--- config.mk ---
export PLATFORM = sky130hd
export DESIGN_NAME = terminal_line_editor_top
export DESIGN_NICKNAME = d
export VERILOG_FILES = /design/src/tle_pkg.sv /design/src/tle_ram.sv /design/src/terminal_line_editor_top.sv
export VERILOG_INCLUDE_DIRS = /design/src /design/src/src
export SDC_FILE = /design/constraint.sdc
export NUM_CORES = 1
export LEC_CHECK = 0
export BUFFER_PORTS_ARGS = -buffer_cell sky130_fd_sc_hd__buf_2
export CAP_MARGIN = 30
export CELL_PAD_IN_SITES_DETAIL_PLACEMENT = 1
export CELL_PAD_IN_SITES_GLOBAL_PLACEMENT = 1
export CORE_MARGIN = 2
export CORE_UTILIZATION = 49
export CTS_BUF_LIST = sky130_fd_sc_hd__clkbuf_8
export DETAILED_ROUTE_END_ITERATION = 12
export HOLD_SLACK_MARGIN = 0.02
export MAX_ROUTING_LAYER = met4
export PLACE_DENSITY_LB_ADDON = 0.25
export SETUP_SLACK_MARGIN = 0.02
export SLEW_MARGIN = 20
export SYNTH_ARGS = -nofsm -noshare
export SYNTH_HDL_FRONTEND = slang
export SYNTH_SLANG_ARGS = --single-unit
--- constraint.sdc ---
create_clock -name clock -period 4 [get_ports clock]
set_clock_uncertainty 0.15 [all_clocks]
set_input_delay 0.2 -clock clock [delete_from_list [all_inputs] [get_ports clock]]
set_output_delay 0.2 -clock clock [all_outputs]
set_load 0.005 [all_outputs]
--- src/terminal_line_editor_top_defines.svh ---
// Assertion macros shared by the line editor RTL.
`ifndef TERMINAL_LINE_EDITOR_TOP_DEFINES_SVH
`define TERMINAL_LINE_EDITOR_TOP_DEFINES_SVH

// Same-cycle implication checked at every rising clock edge outside reset.
`define TLE_ASSERT_NOW(label, clk, rst, ante, cons) \
   label: assert property (@(posedge clk) disable iff (rst) (ante) |-> (cons)) \
      else $error("line editor assertion failed");

// Next-cycle implication checked at every rising clock edge outside reset.
`define TLE_ASSERT_NEXT(label, clk, rst, ante, cons) \
   label: assert property (@(posedge clk) disable iff (rst) (ante) |=> (cons)) \
      else $error("line editor assertion failed");

`endif

--- src/tle_pkg.sv ---
// Shared constants, codes and types of the terminal line editor.
`timescale 1ns / 1ps
package tle_pkg;

   // Line store geometry.
   localparam int CAP    = 64;
   localparam int ADDR_W = (CAP > 1) ? $clog2(CAP) : 1;
   localparam int CNT_W  = $clog2(CAP + 1);

   // Fixed field widths of the channels.
   localparam int BYTE_W  = 8;
   localparam int POS_W   = 7;
   localparam int LIMIT_W = 7;
   localparam int KIND_W  = 2;

   localparam logic [LIMIT_W-1:0] LIMIT_RESET = 7'd64;
   localparam logic [LIMIT_W-1:0] LIMIT_MAX   = LIMIT_W'(CAP);
   localparam logic [LIMIT_W-1:0] LIMIT_MIN   = 7'd1;

   // Result kinds.
   localparam logic [KIND_W-1:0] KIND_STATUS = 2'd0;
   localparam logic [KIND_W-1:0] KIND_CHAR   = 2'd1;
   localparam logic [KIND_W-1:0] KIND_EMPTY  = 2'd2;

   // Escape sequence progress.
   localparam logic [1:0] ESC_NONE    = 2'd0;
   localparam logic [1:0] ESC_SEEN    = 2'd1;
   localparam logic [1:0] ESC_BRACKET = 2'd2;
   localparam logic [1:0] ESC_THREE   = 2'd3;

   // Byte codes.
   localparam logic [BYTE_W-1:0] KEY_ESC       = 8'd27;
   localparam logic [BYTE_W-1:0] KEY_ENTER     = 8'd13;
   localparam logic [BYTE_W-1:0] KEY_BACKSPACE = 8'd127;
   localparam logic [BYTE_W-1:0] CHR_LBRACKET  = 8'h5B;
   localparam logic [BYTE_W-1:0] CHR_TILDE     = 8'h7E;
   localparam logic [BYTE_W-1:0] CHR_RIGHT     = 8'h43;
   localparam logic [BYTE_W-1:0] CHR_LEFT      = 8'h44;
   localparam logic [BYTE_W-1:0] CHR_THREE     = 8'h33;

   typedef enum logic [8:0] {
      ST_IDLE       = 9'b000000001,
      ST_SHIFT_UP   = 9'b000000010,
      ST_PUT        = 9'b000000100,
      ST_SHIFT_DOWN = 9'b000001000,
      ST_DRAIN      = 9'b000010000,
      ST_STATUS     = 9'b000100000,
      ST_EMIT_RD    = 9'b001000000,
      ST_EMIT_WR    = 9'b010000000,
      ST_EMPTY      = 9'b100000000
   } state_type;

   function automatic logic is_insertable(input logic [BYTE_W-1:0] b);
      return (b >= 8'h61 && b <= 8'h7A) || (b >= 8'h41 && b <= 8'h5A) ||
             (b >= 8'h30 && b <= 8'h39) || b == 8'h20 || b == 8'h2F ||
             b == 8'h3D || b == 8'h3B;
   endfunction

endpackage

--- src/tle_ram.sv ---
// Generic single-port-write, single-port-read RAM with registered read data.
`timescale 1ns / 1ps
module tle_ram #(
   parameter int WIDTH = 8,
   parameter int DEPTH = 64
) (
   input  logic                             clock,
   input  logic                             wr_en,
   input  logic [$clog2(DEPTH)-1:0]         wr_addr,
   input  logic [WIDTH-1:0]                 wr_data,
   input  logic [$clog2(DEPTH)-1:0]         rd_addr,
   output logic [WIDTH-1:0]                 rd_data
);

   logic [WIDTH-1:0] mem_ff [DEPTH];
   logic [WIDTH-1:0] rd_data_ff;

   always_ff @(posedge clock) begin
      if (wr_en) begin
         mem_ff[wr_addr] <= wr_data;
      end
      rd_data_ff <= mem_ff[rd_addr];
   end

   assign rd_data = rd_data_ff;

endmodule

--- src/terminal_line_editor_top.sv ---
// Terminal line editor: edits one line in a RAM and emits it on Enter or when full.
//
// Usage:
//   req_* carries received serial bytes, one byte per beat in req_tdata[7:0].
//   rsp_* carries results. Every byte gives one status beat (tuser kind 0),
//   except Enter or a filling insert, which give one beat per line character
//   (kind 1) or a single empty-line beat (kind 2). tlast marks the final beat
//   of a byte. csr_* writes the line limit; csr_ready is always high.
// Sequencing:
//   A byte is taken only while the sequencer is idle, so the next byte waits
//   until the sequencer is through with the last one. The single RAM read port
//   shifts the line one entry per cycle during an insert or a delete. Emitting
//   alternates a read state and an output state for each character and waits
//   while the output register is held. Each beat shows on rsp_* the cycle after
//   it is loaded.
// Reset: cursor, length and escape state clear, the limit returns to 64 and
//   the output register empties. The store itself is not cleared.
// Stall: while rsp_tready is low the output beat holds and the sequencer
//   waits; a new byte may be taken while the last status beat still waits.
`timescale 1ns / 1ps
`include "terminal_line_editor_top_defines.svh"
module terminal_line_editor_top (
   input  logic        clock,
   input  logic        reset,
   input  logic        req_tvalid,
   output logic        req_tready,
   input  logic [7:0]  req_tdata,   // [7:0] received_byte
   output logic        rsp_tvalid,
   input  logic        rsp_tready,
   output logic [23:0] rsp_tdata,   // [7:0] character, [14:8] cursor_position,
                                    // [21:15] line_length, [23:22] zero
   output logic [2:0]  rsp_tuser,   // [1:0] result_kind, [2] ended_full
   output logic        rsp_tlast,
   input  logic        csr_valid,
   output logic        csr_ready,
   input  logic [6:0]  csr_data     // [6:0] line_limit
);

   localparam int AW = tle_pkg::ADDR_W;
   localparam int CW = tle_pkg::CNT_W;

   tle_pkg::state_type state_ff, state_in;

   logic [CW-1:0]                 cursor_ff, cursor_in;
   logic [CW-1:0]                 length_ff, length_in;
   logic [1:0]                    phase_ff, phase_in;
   logic [tle_pkg::LIMIT_W-1:0]   limit_ff, limit_in;
   logic [CW-1:0]                 src_ff, src_in;
   logic [CW-1:0]                 emit_len_ff, emit_len_in;
   logic                          emit_full_ff, emit_full_in;
   logic [tle_pkg::BYTE_W-1:0]    byte_ff, byte_in;
   logic                          pend_ff, pend_in;
   logic [AW-1:0]                 pend_addr_ff, pend_addr_in;

   logic                          rsp_valid_ff, rsp_valid_in;
   logic [tle_pkg::KIND_W-1:0]    rsp_kind_ff;
   logic [tle_pkg::BYTE_W-1:0]    rsp_char_ff;
   logic [tle_pkg::POS_W-1:0]     rsp_cur_ff;
   logic [tle_pkg::POS_W-1:0]     rsp_len_ff;
   logic                          rsp_last_ff;
   logic                          rsp_full_ff;

   logic                          out_load;
   logic [tle_pkg::KIND_W-1:0]    out_kind;
   logic [tle_pkg::BYTE_W-1:0]    out_char;
   logic [tle_pkg::POS_W-1:0]     out_cur;
   logic [tle_pkg::POS_W-1:0]     out_len;
   logic                          out_last;
   logic                          out_full;

   logic                          req_accept;
   logic                          slot_free;
   logic [tle_pkg::BYTE_W-1:0]    b;
   logic [tle_pkg::LIMIT_W-1:0]   limit_eff;
   logic [CW-1:0]                 new_len;
   logic [CW-1:0]                 rm_pos;
   logic                          do_remove, do_insert, emit_start;
   logic [CW-1:0]                 emit_len_sel;
   logic                          emit_full_sel;

   logic                          ram_wr_en;
   logic [AW-1:0]                 ram_wr_addr;
   logic [tle_pkg::BYTE_W-1:0]    ram_wr_data;
   logic [AW-1:0]                 ram_rd_addr;
   logic [tle_pkg::BYTE_W-1:0]    ram_rd_data;
   logic                          put_wr;

   assign b          = req_tdata;
   assign req_tready = (state_ff == tle_pkg::ST_IDLE);
   assign req_accept = req_tvalid && req_tready;
   assign slot_free  = !rsp_valid_ff || rsp_tready;
   assign csr_ready  = 1'b1;
   assign new_len    = length_ff + 1'b1;

   always_comb begin
      if (limit_ff == '0) begin
         limit_eff = tle_pkg::LIMIT_MIN;
      end else if (limit_ff > tle_pkg::LIMIT_MAX) begin
         limit_eff = tle_pkg::LIMIT_MAX;
      end else begin
         limit_eff = limit_ff;
      end
   end

   always_comb begin
      state_in      = state_ff;
      cursor_in     = cursor_ff;
      length_in     = length_ff;
      phase_in      = phase_ff;
      limit_in      = limit_ff;
      src_in        = src_ff;
      emit_len_in   = emit_len_ff;
      emit_full_in  = emit_full_ff;
      byte_in       = byte_ff;
      pend_in       = 1'b0;
      pend_addr_in  = pend_addr_ff;
      out_load      = 1'b0;
      out_kind      = tle_pkg::KIND_STATUS;
      out_char      = '0;
      out_cur       = tle_pkg::POS_W'(cursor_ff);
      out_len       = tle_pkg::POS_W'(length_ff);
      out_last      = 1'b1;
      out_full      = 1'b0;
      do_remove     = 1'b0;
      do_insert     = 1'b0;
      emit_start    = 1'b0;
      emit_len_sel  = length_ff;
      emit_full_sel = 1'b0;
      rm_pos        = cursor_ff;
      ram_rd_addr   = '0;
      put_wr        = 1'b0;

      if (csr_valid) begin
         limit_in = csr_data;
      end

      unique case (state_ff)
         tle_pkg::ST_IDLE: begin
            if (req_accept) begin
               state_in = tle_pkg::ST_STATUS;
               case (phase_ff)
                  tle_pkg::ESC_SEEN: begin
                     phase_in = (b == tle_pkg::CHR_LBRACKET) ? tle_pkg::ESC_BRACKET
                                                             : tle_pkg::ESC_NONE;
                  end
                  tle_pkg::ESC_BRACKET: begin
                     phase_in = tle_pkg::ESC_NONE;
                     if (b == tle_pkg::CHR_RIGHT) begin
                        if (cursor_ff < length_ff) cursor_in = cursor_ff + 1'b1;
                     end else if (b == tle_pkg::CHR_LEFT) begin
                        if (cursor_ff != '0) cursor_in = cursor_ff - 1'b1;
                     end else if (b == tle_pkg::CHR_THREE) begin
                        phase_in = tle_pkg::ESC_THREE;
                     end
                  end
                  tle_pkg::ESC_THREE: begin
                     phase_in = tle_pkg::ESC_NONE;
                     if (b == tle_pkg::CHR_TILDE && cursor_ff < length_ff) begin
                        do_remove = 1'b1;
                     end
                  end
                  default: begin
                     if (b == tle_pkg::KEY_ESC) begin
                        phase_in = tle_pkg::ESC_SEEN;
                     end else if (b == tle_pkg::KEY_ENTER) begin
                        emit_start = 1'b1;
                     end else if (b == tle_pkg::KEY_BACKSPACE) begin
                        if (cursor_ff != '0) begin
                           cursor_in = cursor_ff - 1'b1;
                           rm_pos    = cursor_ff - 1'b1;
                           do_remove = 1'b1;
                        end
                     end else if (tle_pkg::is_insertable(b) &&
                                  length_ff < CW'(tle_pkg::CAP)) begin
                        do_insert = 1'b1;
                     end
                  end
               endcase

               // Removal moves the tail down one place, starting just above it.
               if (do_remove) begin
                  if (rm_pos + 1'b1 < length_ff) begin
                     src_in   = rm_pos + 1'b1;
                     state_in = tle_pkg::ST_SHIFT_DOWN;
                  end else begin
                     length_in = length_ff - 1'b1;
                  end
               end
               if (do_insert) begin
                  byte_in = b;
                  if (length_ff > cursor_ff) begin
                     src_in   = length_ff - 1'b1;
                     state_in = tle_pkg::ST_SHIFT_UP;
                  end else begin
                     state_in = tle_pkg::ST_PUT;
                  end
               end
            end
         end

         tle_pkg::ST_SHIFT_UP: begin
            ram_rd_addr  = src_ff[AW-1:0];
            pend_in      = 1'b1;
            pend_addr_in = AW'(src_ff + 1'b1);
            if (src_ff == cursor_ff) begin
               state_in = tle_pkg::ST_PUT;
            end else begin
               src_in = src_ff - 1'b1;
            end
         end

         tle_pkg::ST_PUT: begin
            // The last shifted entry is written first; the new byte follows.
            if (!pend_ff) begin
               put_wr    = 1'b1;
               length_in = new_len;
               cursor_in = cursor_ff + 1'b1;
               if (tle_pkg::LIMIT_W'(new_len) >= limit_eff) begin
                  emit_start    = 1'b1;
                  emit_len_sel  = new_len;
                  emit_full_sel = 1'b1;
               end else begin
                  state_in = tle_pkg::ST_STATUS;
               end
            end
         end

         tle_pkg::ST_SHIFT_DOWN: begin
            ram_rd_addr  = src_ff[AW-1:0];
            pend_in      = 1'b1;
            pend_addr_in = AW'(src_ff - 1'b1);
            if (src_ff + 1'b1 == length_ff) begin
               state_in = tle_pkg::ST_DRAIN;
            end else begin
               src_in = src_ff + 1'b1;
            end
         end

         tle_pkg::ST_DRAIN: begin
            length_in = length_ff - 1'b1;
            state_in  = tle_pkg::ST_STATUS;
         end

         tle_pkg::ST_STATUS: begin
            if (slot_free) begin
               out_load = 1'b1;
               state_in = tle_pkg::ST_IDLE;
            end
         end

         tle_pkg::ST_EMIT_RD: begin
            ram_rd_addr = src_ff[AW-1:0];
            if (slot_free) begin
               state_in = tle_pkg::ST_EMIT_WR;
            end
         end

         tle_pkg::ST_EMIT_WR: begin
            out_load = 1'b1;
            out_kind = tle_pkg::KIND_CHAR;
            out_char = ram_rd_data;
            out_cur  = '0;
            out_len  = '0;
            out_last = (src_ff + 1'b1 == emit_len_ff);
            out_full = emit_full_ff;
            src_in   = src_ff + 1'b1;
            state_in = out_last ? tle_pkg::ST_IDLE : tle_pkg::ST_EMIT_RD;
         end

         tle_pkg::ST_EMPTY: begin
            if (slot_free) begin
               out_load = 1'b1;
               out_kind = tle_pkg::KIND_EMPTY;
               out_cur  = '0;
               out_len  = '0;
               state_in = tle_pkg::ST_IDLE;
            end
         end

         default: begin
            state_in = tle_pkg::ST_IDLE;
         end
      endcase

      if (emit_start) begin
         cursor_in    = '0;
         length_in    = '0;
         src_in       = '0;
         emit_len_in  = emit_len_sel;
         emit_full_in = emit_full_sel;
         state_in     = (emit_len_sel == '0) ? tle_pkg::ST_EMPTY : tle_pkg::ST_EMIT_RD;
      end
   end

   assign rsp_valid_in = out_load ? 1'b1 : (rsp_tready ? 1'b0 : rsp_valid_ff);

   assign ram_wr_en   = pend_ff || put_wr;
   assign ram_wr_addr = pend_ff ? pend_addr_ff : cursor_ff[AW-1:0];
   assign ram_wr_data = pend_ff ? ram_rd_data : byte_ff;

   tle_ram #(
      .WIDTH (tle_pkg::BYTE_W),
      .DEPTH (tle_pkg::CAP)
   ) u_line_ram (
      .clock   (clock),
      .wr_en   (ram_wr_en),
      .wr_addr (ram_wr_addr),
      .wr_data (ram_wr_data),
      .rd_addr (ram_rd_addr),
      .rd_data (ram_rd_data)
   );

   always_ff @(posedge clock) begin
      if (reset) begin
         state_ff     <= tle_pkg::ST_IDLE;
         cursor_ff    <= '0;
         length_ff    <= '0;
         phase_ff     <= tle_pkg::ESC_NONE;
         limit_ff     <= tle_pkg::LIMIT_RESET;
         pend_ff      <= 1'b0;
         rsp_valid_ff <= 1'b0;
      end else begin
         state_ff     <= state_in;
         cursor_ff    <= cursor_in;
         length_ff    <= length_in;
         phase_ff     <= phase_in;
         limit_ff     <= limit_in;
         pend_ff      <= pend_in;
         rsp_valid_ff <= rsp_valid_in;
      end
   end

   always_ff @(posedge clock) begin
      src_ff       <= src_in;
      emit_len_ff  <= emit_len_in;
      emit_full_ff <= emit_full_in;
      byte_ff      <= byte_in;
      pend_addr_ff <= pend_addr_in;
      if (out_load) begin
         rsp_kind_ff <= out_kind;
         rsp_char_ff <= out_char;
         rsp_cur_ff  <= out_cur;
         rsp_len_ff  <= out_len;
         rsp_last_ff <= out_last;
         rsp_full_ff <= out_full;
      end
   end

   assign rsp_tvalid = rsp_valid_ff;
   assign rsp_tdata  = {2'b00, rsp_len_ff, rsp_cur_ff, rsp_char_ff};
   assign rsp_tuser  = {rsp_full_ff, rsp_kind_ff};
   assign rsp_tlast  = rsp_last_ff;

   `TLE_ASSERT_NOW(a_cursor_in_line, clock, reset, 1'b1, cursor_ff <= length_ff)
   `TLE_ASSERT_NOW(a_length_in_store, clock, reset, 1'b1, length_ff <= CW'(tle_pkg::CAP))
   `TLE_ASSERT_NOW(a_pend_only_in_shift, clock, reset, pend_ff,
      state_ff == tle_pkg::ST_SHIFT_UP || state_ff == tle_pkg::ST_SHIFT_DOWN ||
      state_ff == tle_pkg::ST_DRAIN || state_ff == tle_pkg::ST_PUT)
   `TLE_ASSERT_NEXT(a_busy_after_accept, clock, reset, req_accept,
      state_ff != tle_pkg::ST_IDLE)

endmodule

# Yosys cells after proc, flatten, opt, wreduce, memory -nomap -nowiden
# Memory sizes are Yosys's and may differ from the RTL's. A register that Yosys moved wholly into a read port is not among the register bits.
# Cells that the tools add are included.
[classes]
n_mul = 0
eq_ne = 43
shift = 0
div_mod_pow = 0
n_bitwise = 0
reduce_logical = 37
n_lt_le_gt_ge = 12
n_addsub = 7
mux = 94
[ops]
columns = ["cell", "count"]
rows = [
  ["two-way mux 7 bit", 31],
  ["two-way mux 9 bit", 10],
  ["one-hot mux 9 bit (8 select lines)", 1],
  ["one-hot mux 7 bit (2 select lines)", 4],
  ["== test 8 x 6 -> 1 bit, second input constant", 5],
  ["== test 8 x 7 -> 1 bit, second input constant", 5],
  ["adder 7 x 1 -> 7 bit, second input constant", 4],
  ["two-way mux 1 bit", 28],
  ["one-hot mux 7 bit (4 select lines)", 1],
  ["two-way mux 6 bit", 4],
  ["== test 7 bit", 3],
  ["one-hot mux 7 bit (3 select lines)", 1],
  ["subtractor 7 x 1 -> 7 bit, second input constant", 3],
  ["greater-or-equal comparator 8 x 7 -> 1 bit, second input constant", 2],
  ["<= comparator 8 x 7 -> 1 bit, second input constant", 2],
  ["!= test 3 bit, second input constant", 5],
  ["zero test 7 bit", 2],
  ["< comparator 7 bit", 2],
  ["two-way mux 2 bit", 6],
  ["one-hot mux 6 bit (2 select lines)", 1],
  ["!= test 2 bit, second input constant", 5],
  ["OR reduction 2 bit", 5],
  ["== test 9 x 1 -> 1 bit, second input constant", 1],
  ["== test 9 x 2 -> 1 bit, second input constant", 1],
  ["38 further kinds", 61],
]
[totals]
latchBits = 0
rom_bits = 0
ramBits = 512
out_inout_bits = 31
word_cells = 212
memories = 1
regBits = 89
[mem_list]
columns = ["memory", "depth", "word_bits", "read_ports", "rd_ports_with_merged_regs", "wr", "line", "rtl"]
rows = [
  ["u_line_ram.mem_ff", 64, 8, 1, 1, 1, "tle_ram.sv:15", "logic [WIDTH-1:0] mem_ff [DEPTH];"],
]

# Longest topological paths before layout
[depth]
ltp_word = 20
ltp_mapped = 22
depth_no_buf = 20

# Cells and area by module
# A second synthesis with hierarchy kept.
[hier_totals]
hier_cells = 1752
hier_area_um2 = 26897.0
[modules_own_cells]
columns = ["mod", "instances", "cells_each", "seq_area_each_um2", "area_per_inst_um2"]
rows = [
  ["tle_ram", 1, 972, 15534.9, 20190.6],
  ["terminal_line_editor_top", 1, 780, 2262.2, 6706.4],
]

# Worst setup path before layout
# Ideal clock, no wire load.
[synth_path]
path_type = "register to register"
startpoint = "register cursor_ff[1]"
endpoint = "register src_ff[6]"
path_stages_with_launch = 21
t_arrival_ns = 4.272
setup_slack_ns = -0.481
synth_period_minus_slack_ns = 4.481
setup_ns = 0.060
t_required_ns = 3.790
cell_sequence = "dfxtp_1 > clkinv_1 > ha_1 > nor2b_1 > and2_0 > clkbuf_1 > nor2_1 > nand2_1 > o21ai_0 > ha_1 > a21boi_0 > and3_1 > xnor2_1 > ha_1 > a21oi_1 > o21a_1 > and4b_1 > a21boi_0 > nor4b_1 > and2_1 > a221o_1"
[synth_between]
elab_chain_len = 16
word_cells_on_any_way = 31
cone_classes = "2 x add/sub; 3 x order compare; 2 x eq/ne; 21 x mux; 3 x reduce/logical"
[synth_rtl]
columns = ["item", "line", "rtl"]
rows = [
  ["start: declaration", "terminal_line_editor_top.sv:44", "logic [CW-1:0] cursor_ff, cursor_in;"],
  ["start signal: assignment", "terminal_line_editor_top.sv:324", "cursor_ff <= cursor_in;"],
  ["subtractor 7 x 1 -> 7 bit or nonzero test 7 bit (tied branches)", "terminal_line_editor_top.sv:170, terminal_line_editor_top.sv:168", ""],
  ["two-way mux 7 bit (3 in a row)", "--", ""],
  ["two-way mux 7 bit", "terminal_line_editor_top.sv:163", "if (b == tle_pkg::KEY_ESC) begin"],
  ["two-way mux 7 bit", "terminal_line_editor_top.sv:141", "case (phase_ff)"],
  ["two-way mux 7 bit", "terminal_line_editor_top.sv:139", "if (req_accept) begin"],
  ["two-way mux 7 bit", "terminal_line_editor_top.sv:137", "unique case (state_ff)"],
  ["adder 7 x 1 -> 7 bit", "terminal_line_editor_top.sv:182, terminal_line_editor_top.sv:183", ""],
  ["< comparator 7 bit", "terminal_line_editor_top.sv:182", "if (rm_pos + 1'b1 < length_ff) begin"],
  ["two-way mux 7 bit", "terminal_line_editor_top.sv:182", ""],
  ["two-way mux 7 bit", "terminal_line_editor_top.sv:181", "if (do_remove) begin"],
  ["two-way mux 7 bit", "terminal_line_editor_top.sv:191", "if (length_ff > cursor_ff) begin"],
  ["two-way mux 7 bit", "terminal_line_editor_top.sv:189", "if (do_insert) begin"],
  ["two-way mux 7 bit", "terminal_line_editor_top.sv:139", ""],
  ["one-hot mux 7 bit (4 select lines)", "terminal_line_editor_top.sv:137", ""],
  ["end signal: assignment", "terminal_line_editor_top.sv:334", "src_ff <= src_in;"],
  ["end: declaration", "terminal_line_editor_top.sv:48", "logic [CW-1:0] src_ff, src_in;"],
]
# Parallel ways exist; a longest one is shown, timed or not. The select of a mux whose other input is x is not followed.
# A chain may end at the register's enable or synchronous reset.

# Final worst setup path
[layout_path]
startpoint = "register state_ff[8]"
endpoint = "register u_line_ram.rd_data_ff[4], in the netlist u_line_ram.rd_data[4], read port of u_line_ram.mem_ff"
[layout_between]
elab_chain_len = 3
word_cells_on_any_way = 5
cone_classes = "3 x eq/ne; 1 x mux; 1 x reduce/logical"
[layout_rtl]
columns = ["item", "line", "rtl"]
rows = [
  ["start: declaration", "terminal_line_editor_top.sv:42", "tle_pkg::state_type state_ff, state_in;"],
  ["start signal: assignment", "terminal_line_editor_top.sv:315", "state_ff <= tle_pkg::ST_IDLE;"],
  ["start signal: assignment", "terminal_line_editor_top.sv:323", "state_ff <= state_in;"],
  ["== test 9 x 7 -> 1 bit (tied with other cells)", "terminal_line_editor_top.sv:137", ""],
  ["OR reduction 3 bit (no source line) (*)", "--", ""],
  ["two-way mux 6 bit (*)", "terminal_line_editor_top.sv:137", ""],
  ["end: declaration", "tle_ram.sv:16", "logic [WIDTH-1:0] rd_data_ff;"],
]
# Mark *: on every way between the ends. The rest lies on a longest branch, timed or not.

==> results.yml <==
setup_path:
  crit_chain: "or3_1 -> or4_4 -> buf_4 -> nand2_1 -> buf_4 -> nand3_1 -> a311oi_1 -> o31ai_1 -> nand4_1"
  worst-r2r-cell-count: 9
  regToRegSetupSlack_ns: 0.01
  worstReg2RegEnd: "u_line_ram.rd_data[4]"
  crit_required_ns: 4.47
  critical_path_arrival_ns: 4.45
  slowest_delay_ns: 0.56
  crit_family: "simple AND/OR/NAND/NOR gates"
  endpoint_kind: "flip-flop"
  crit_type: "flip-flop to flip-flop"
  crit_top_cell: "buf_4"
  r2r_start: "state_ff[8]"
  cpMaxStageDelayCell: "a311oi_1"
  worstSetupStartpointType: "flip-flop"
  path_buf_inv: 2
  crit_path_max_fanout: 16
synth:
  syn_inst: 2085
  syn_area_um2: 27060
  ys_seq_area_share_pct: 65.76
  async_reset_ff_share_pct: 0
  ys_warn_count: 0
  ys_seq_elements: 609
  synth-edff-count: 560
  syn_avg_cell_area_um2: 12.98
  synth_ff_type: "edfxtp_1"
  synthDistinctLibCells: 89
timing:
  finalSetupViolCount: 0
  clock.fmax_ghz: 0.2509
  slew-limit-headroom_pct: 34.39
  rsz0062_at_grt: "true"
  min_period_over_period_pct: 99.64
  drv_slew: 0
  fin_crit_ns: 3.985
  worstMarginPinSlew_ns: 0.9783
  finalHoldViolations: 0
  worst_hold_slack_ns: 0.2011
floorplanning:
  start_util_pct: 49.32
  die_h_um: 239.0
  core_um2: 54880
  die_width_um: 239.0
  die_area_um2: 57130
  ios: 51
  row_count: 86
grt:
  grt_start_max_net_pins: 104
  first_global_vias: 20193
  antenna_found_initial: 2
  grt_first_pass_wirelength_um: 126800
  grt-ovfl-total: 0
  grt_use_total_pct: 30.83
pwr:
  p_seq_share_pct: 43.7
  power_frac_comb_pct: 26.2
  total_power_mw: 16.94
  vdd_drop_max_v: 0.0002477
  switching_share_pct: 32.65
  p_leak_nw: 11.48
  p_int_mw: 11.41
  p_switching_mw: 5.530
  clock_power_share_pct: 30.0
  power.density_nw_per_um2: 532.6
clocking:
  cts_tree: "done"
  clock_sinks: 609
  htree_levels: 3
  clock_path_buffers: 3
  clkTransAtPathRegs_ns: 0.06
  worstSkewPairLatency_ns: 0.72
  cts_buffers: 101
  cts_root_buffer: "clkbuf_8"
routing:
  vias: 19460
  vias_per_cell: 6.192
  drt-total-wl_um: 85050
  first_iter_violations: 1675
  avgRoutedWirePerCell_um: 27.06
  firstDrtPassIters: 5
  drc: 0
  final_antenna_net_count: 0
place:
  gp_congestion: 0.9110
  hpwl_um: 57120
  io_buffers: 47
  postPlaceCellArea_um2: 29370
hold_path:
  hold_start: "req_tvalid"
  hold_class: "input port to flip-flop"
  hold_depth: 3
  hold_end: "state_ff[0]"
final_layout:
  stdcell_area_um2: 31800
  syn_to_final_growth_pct: 17.50
  layout_common_cells: "edfxtp_1, buf_4, nor2_1, a21oi_1, clkbuf_8"
  layout_commonest_cell: "edfxtp_1"
  final_nets: 2410
  drive_gt1_share_pct: 20.07
status:
  outcome: "completed"
flow_run:
  maxCapViolCount: 0
-- layout make-up --
class | instances | area (µm²)
clock inverter | 79 | 391.6
fill | 5472 | 23080
inverter | 34 | 137.6
sequential | 609 | 17810
clock buffer | 104 | 1431
timing repair buffer | 305 | 2323
tap | 704 | 880.8
antenna | 2 | 5.005
multi-input combinational | 1306 | 8820
-- worst min-delay path: cells and delay by family --
kind	cells	cell delay, ns
buf+inv	2	0.69
compound gates	1	0.11
-- state kept, by name, indices dropped and copies added, names as in the netlist, 2 cells and up --
| name | count |
|---|---|
| u_line_ram.mem_ff | 512 |
| state_ff | 9 |
| byte_ff | 8 |
| rsp_char_ff | 8 |
| u_line_ram.rd_data | 8 |
| cursor_ff | 7 |
| emit_len_ff | 7 |
| length_ff | 7 |
| limit_ff | 7 |
| rsp_cur_ff | 7 |
| rsp_len_ff | 7 |
| src_ff | 7 |
| pend_addr_ff | 6 |
| phase_ff | 2 |
| rsp_kind_ff | 2 |
-- how the worst max path moves through the flow --
stage | start | to | slack [ns] | depth (start not counted)
2_1_floorplan | cursor_ff[1] | length_ff[3] | 0.02 | 21
4_1_cts | cursor_ff[1] | src_ff[2] | 0.04 | 20
5_1_grt | state_ff[8] | u_line_ram.rd_data[7] | -0.05 | 10
3_5_place_dp | cursor_ff[0] | src_ff[2] | -0.14 | 22
6_report | state_ff[8] | u_line_ram.rd_data[4] | 0.01 | 9
3_3_place_gp | cursor_ff[0] | src_ff[2] | -0.03 | 22
-- kinds of logic after synthesis --
kind of cell,share of synthesized area [%]
AOI/OAI and AO/OA,13.15
xor gates and xnor gates,2.062
adders and majority gates,1.526
buffers and inverters,2.594
DFF,65.76
muxes,4.762
other,0.02775
and+or+nand+nor,10.12
-- per-layer routing --
layer / GRT usage [%] / up-vias / routed length [µm]
li1: - / 8616 / -
met4: 14.24 / 0 / 3679
met3: 5.000 / 199 / 5207
met2: 49.82 / 751 / 41860
met1: 38.26 / 9894 / 34300
met5: - / - / 0
-- synth_stat cells (all sizes together) (33+ instances only) --
master	n	area [µm²]
a211oi	62	470.5
a21oi	136	684.4
buf	42	212.7
clkbuf	95	356.6
dfxtp	49	980.9
edfxtp	560	16820
ha	33	412.9
mux2i	95	950.9
nand2	90	337.8
nand3	45	225.2
nor2	208	785.8
nor2b	42	262.8
nor3	45	225.2
o21ai	87	439.2
o221ai	52	455.4
xnor2	41	359.1
-- metrics by stage --
step | cells | util, % | worst slack (ns) | TNS [ns]
after CTS | 3135 | 57.50 | 0.04007 | 0
after global placement | 2919 | 53.52 | -0.02838 | -0.02838
after detailed placement | 2919 | 53.52 | -0.1380 | -0.6292
after global routing | 3143 | 57.95 | -0.05093 | -0.08757
after floorplan | 2086 | - | 0.02494 | 0
final | 3143 | 57.95 | 0.01456 | 0
-- what timing repair did --
item / CTS / global route
setup buffers: 0 / 4
gates resized for setup: 10 / 35
hold endpoints to repair: 28 / 0
pin swaps: 3 / 15
hold buffers: 33 / 0
endpoints found under the setup margin: 13 / 21
gates cloned: 0 / 0
-- power by group through the flow --
stage / Clock [mW] / Combinational (mW) / Sequential, mW
floorplan: 0 / 2.71 / 7.44
global placement: 0 / 4.08 / 7.53
detailed placement: 0 / 4.23 / 7.53
CTS: 5.16 / 4.31 / 7.40
global route: 5.43 / 4.76 / 7.42
finish: 5.09 / 4.44 / 7.40
Power figures use the tool's default switching activity.
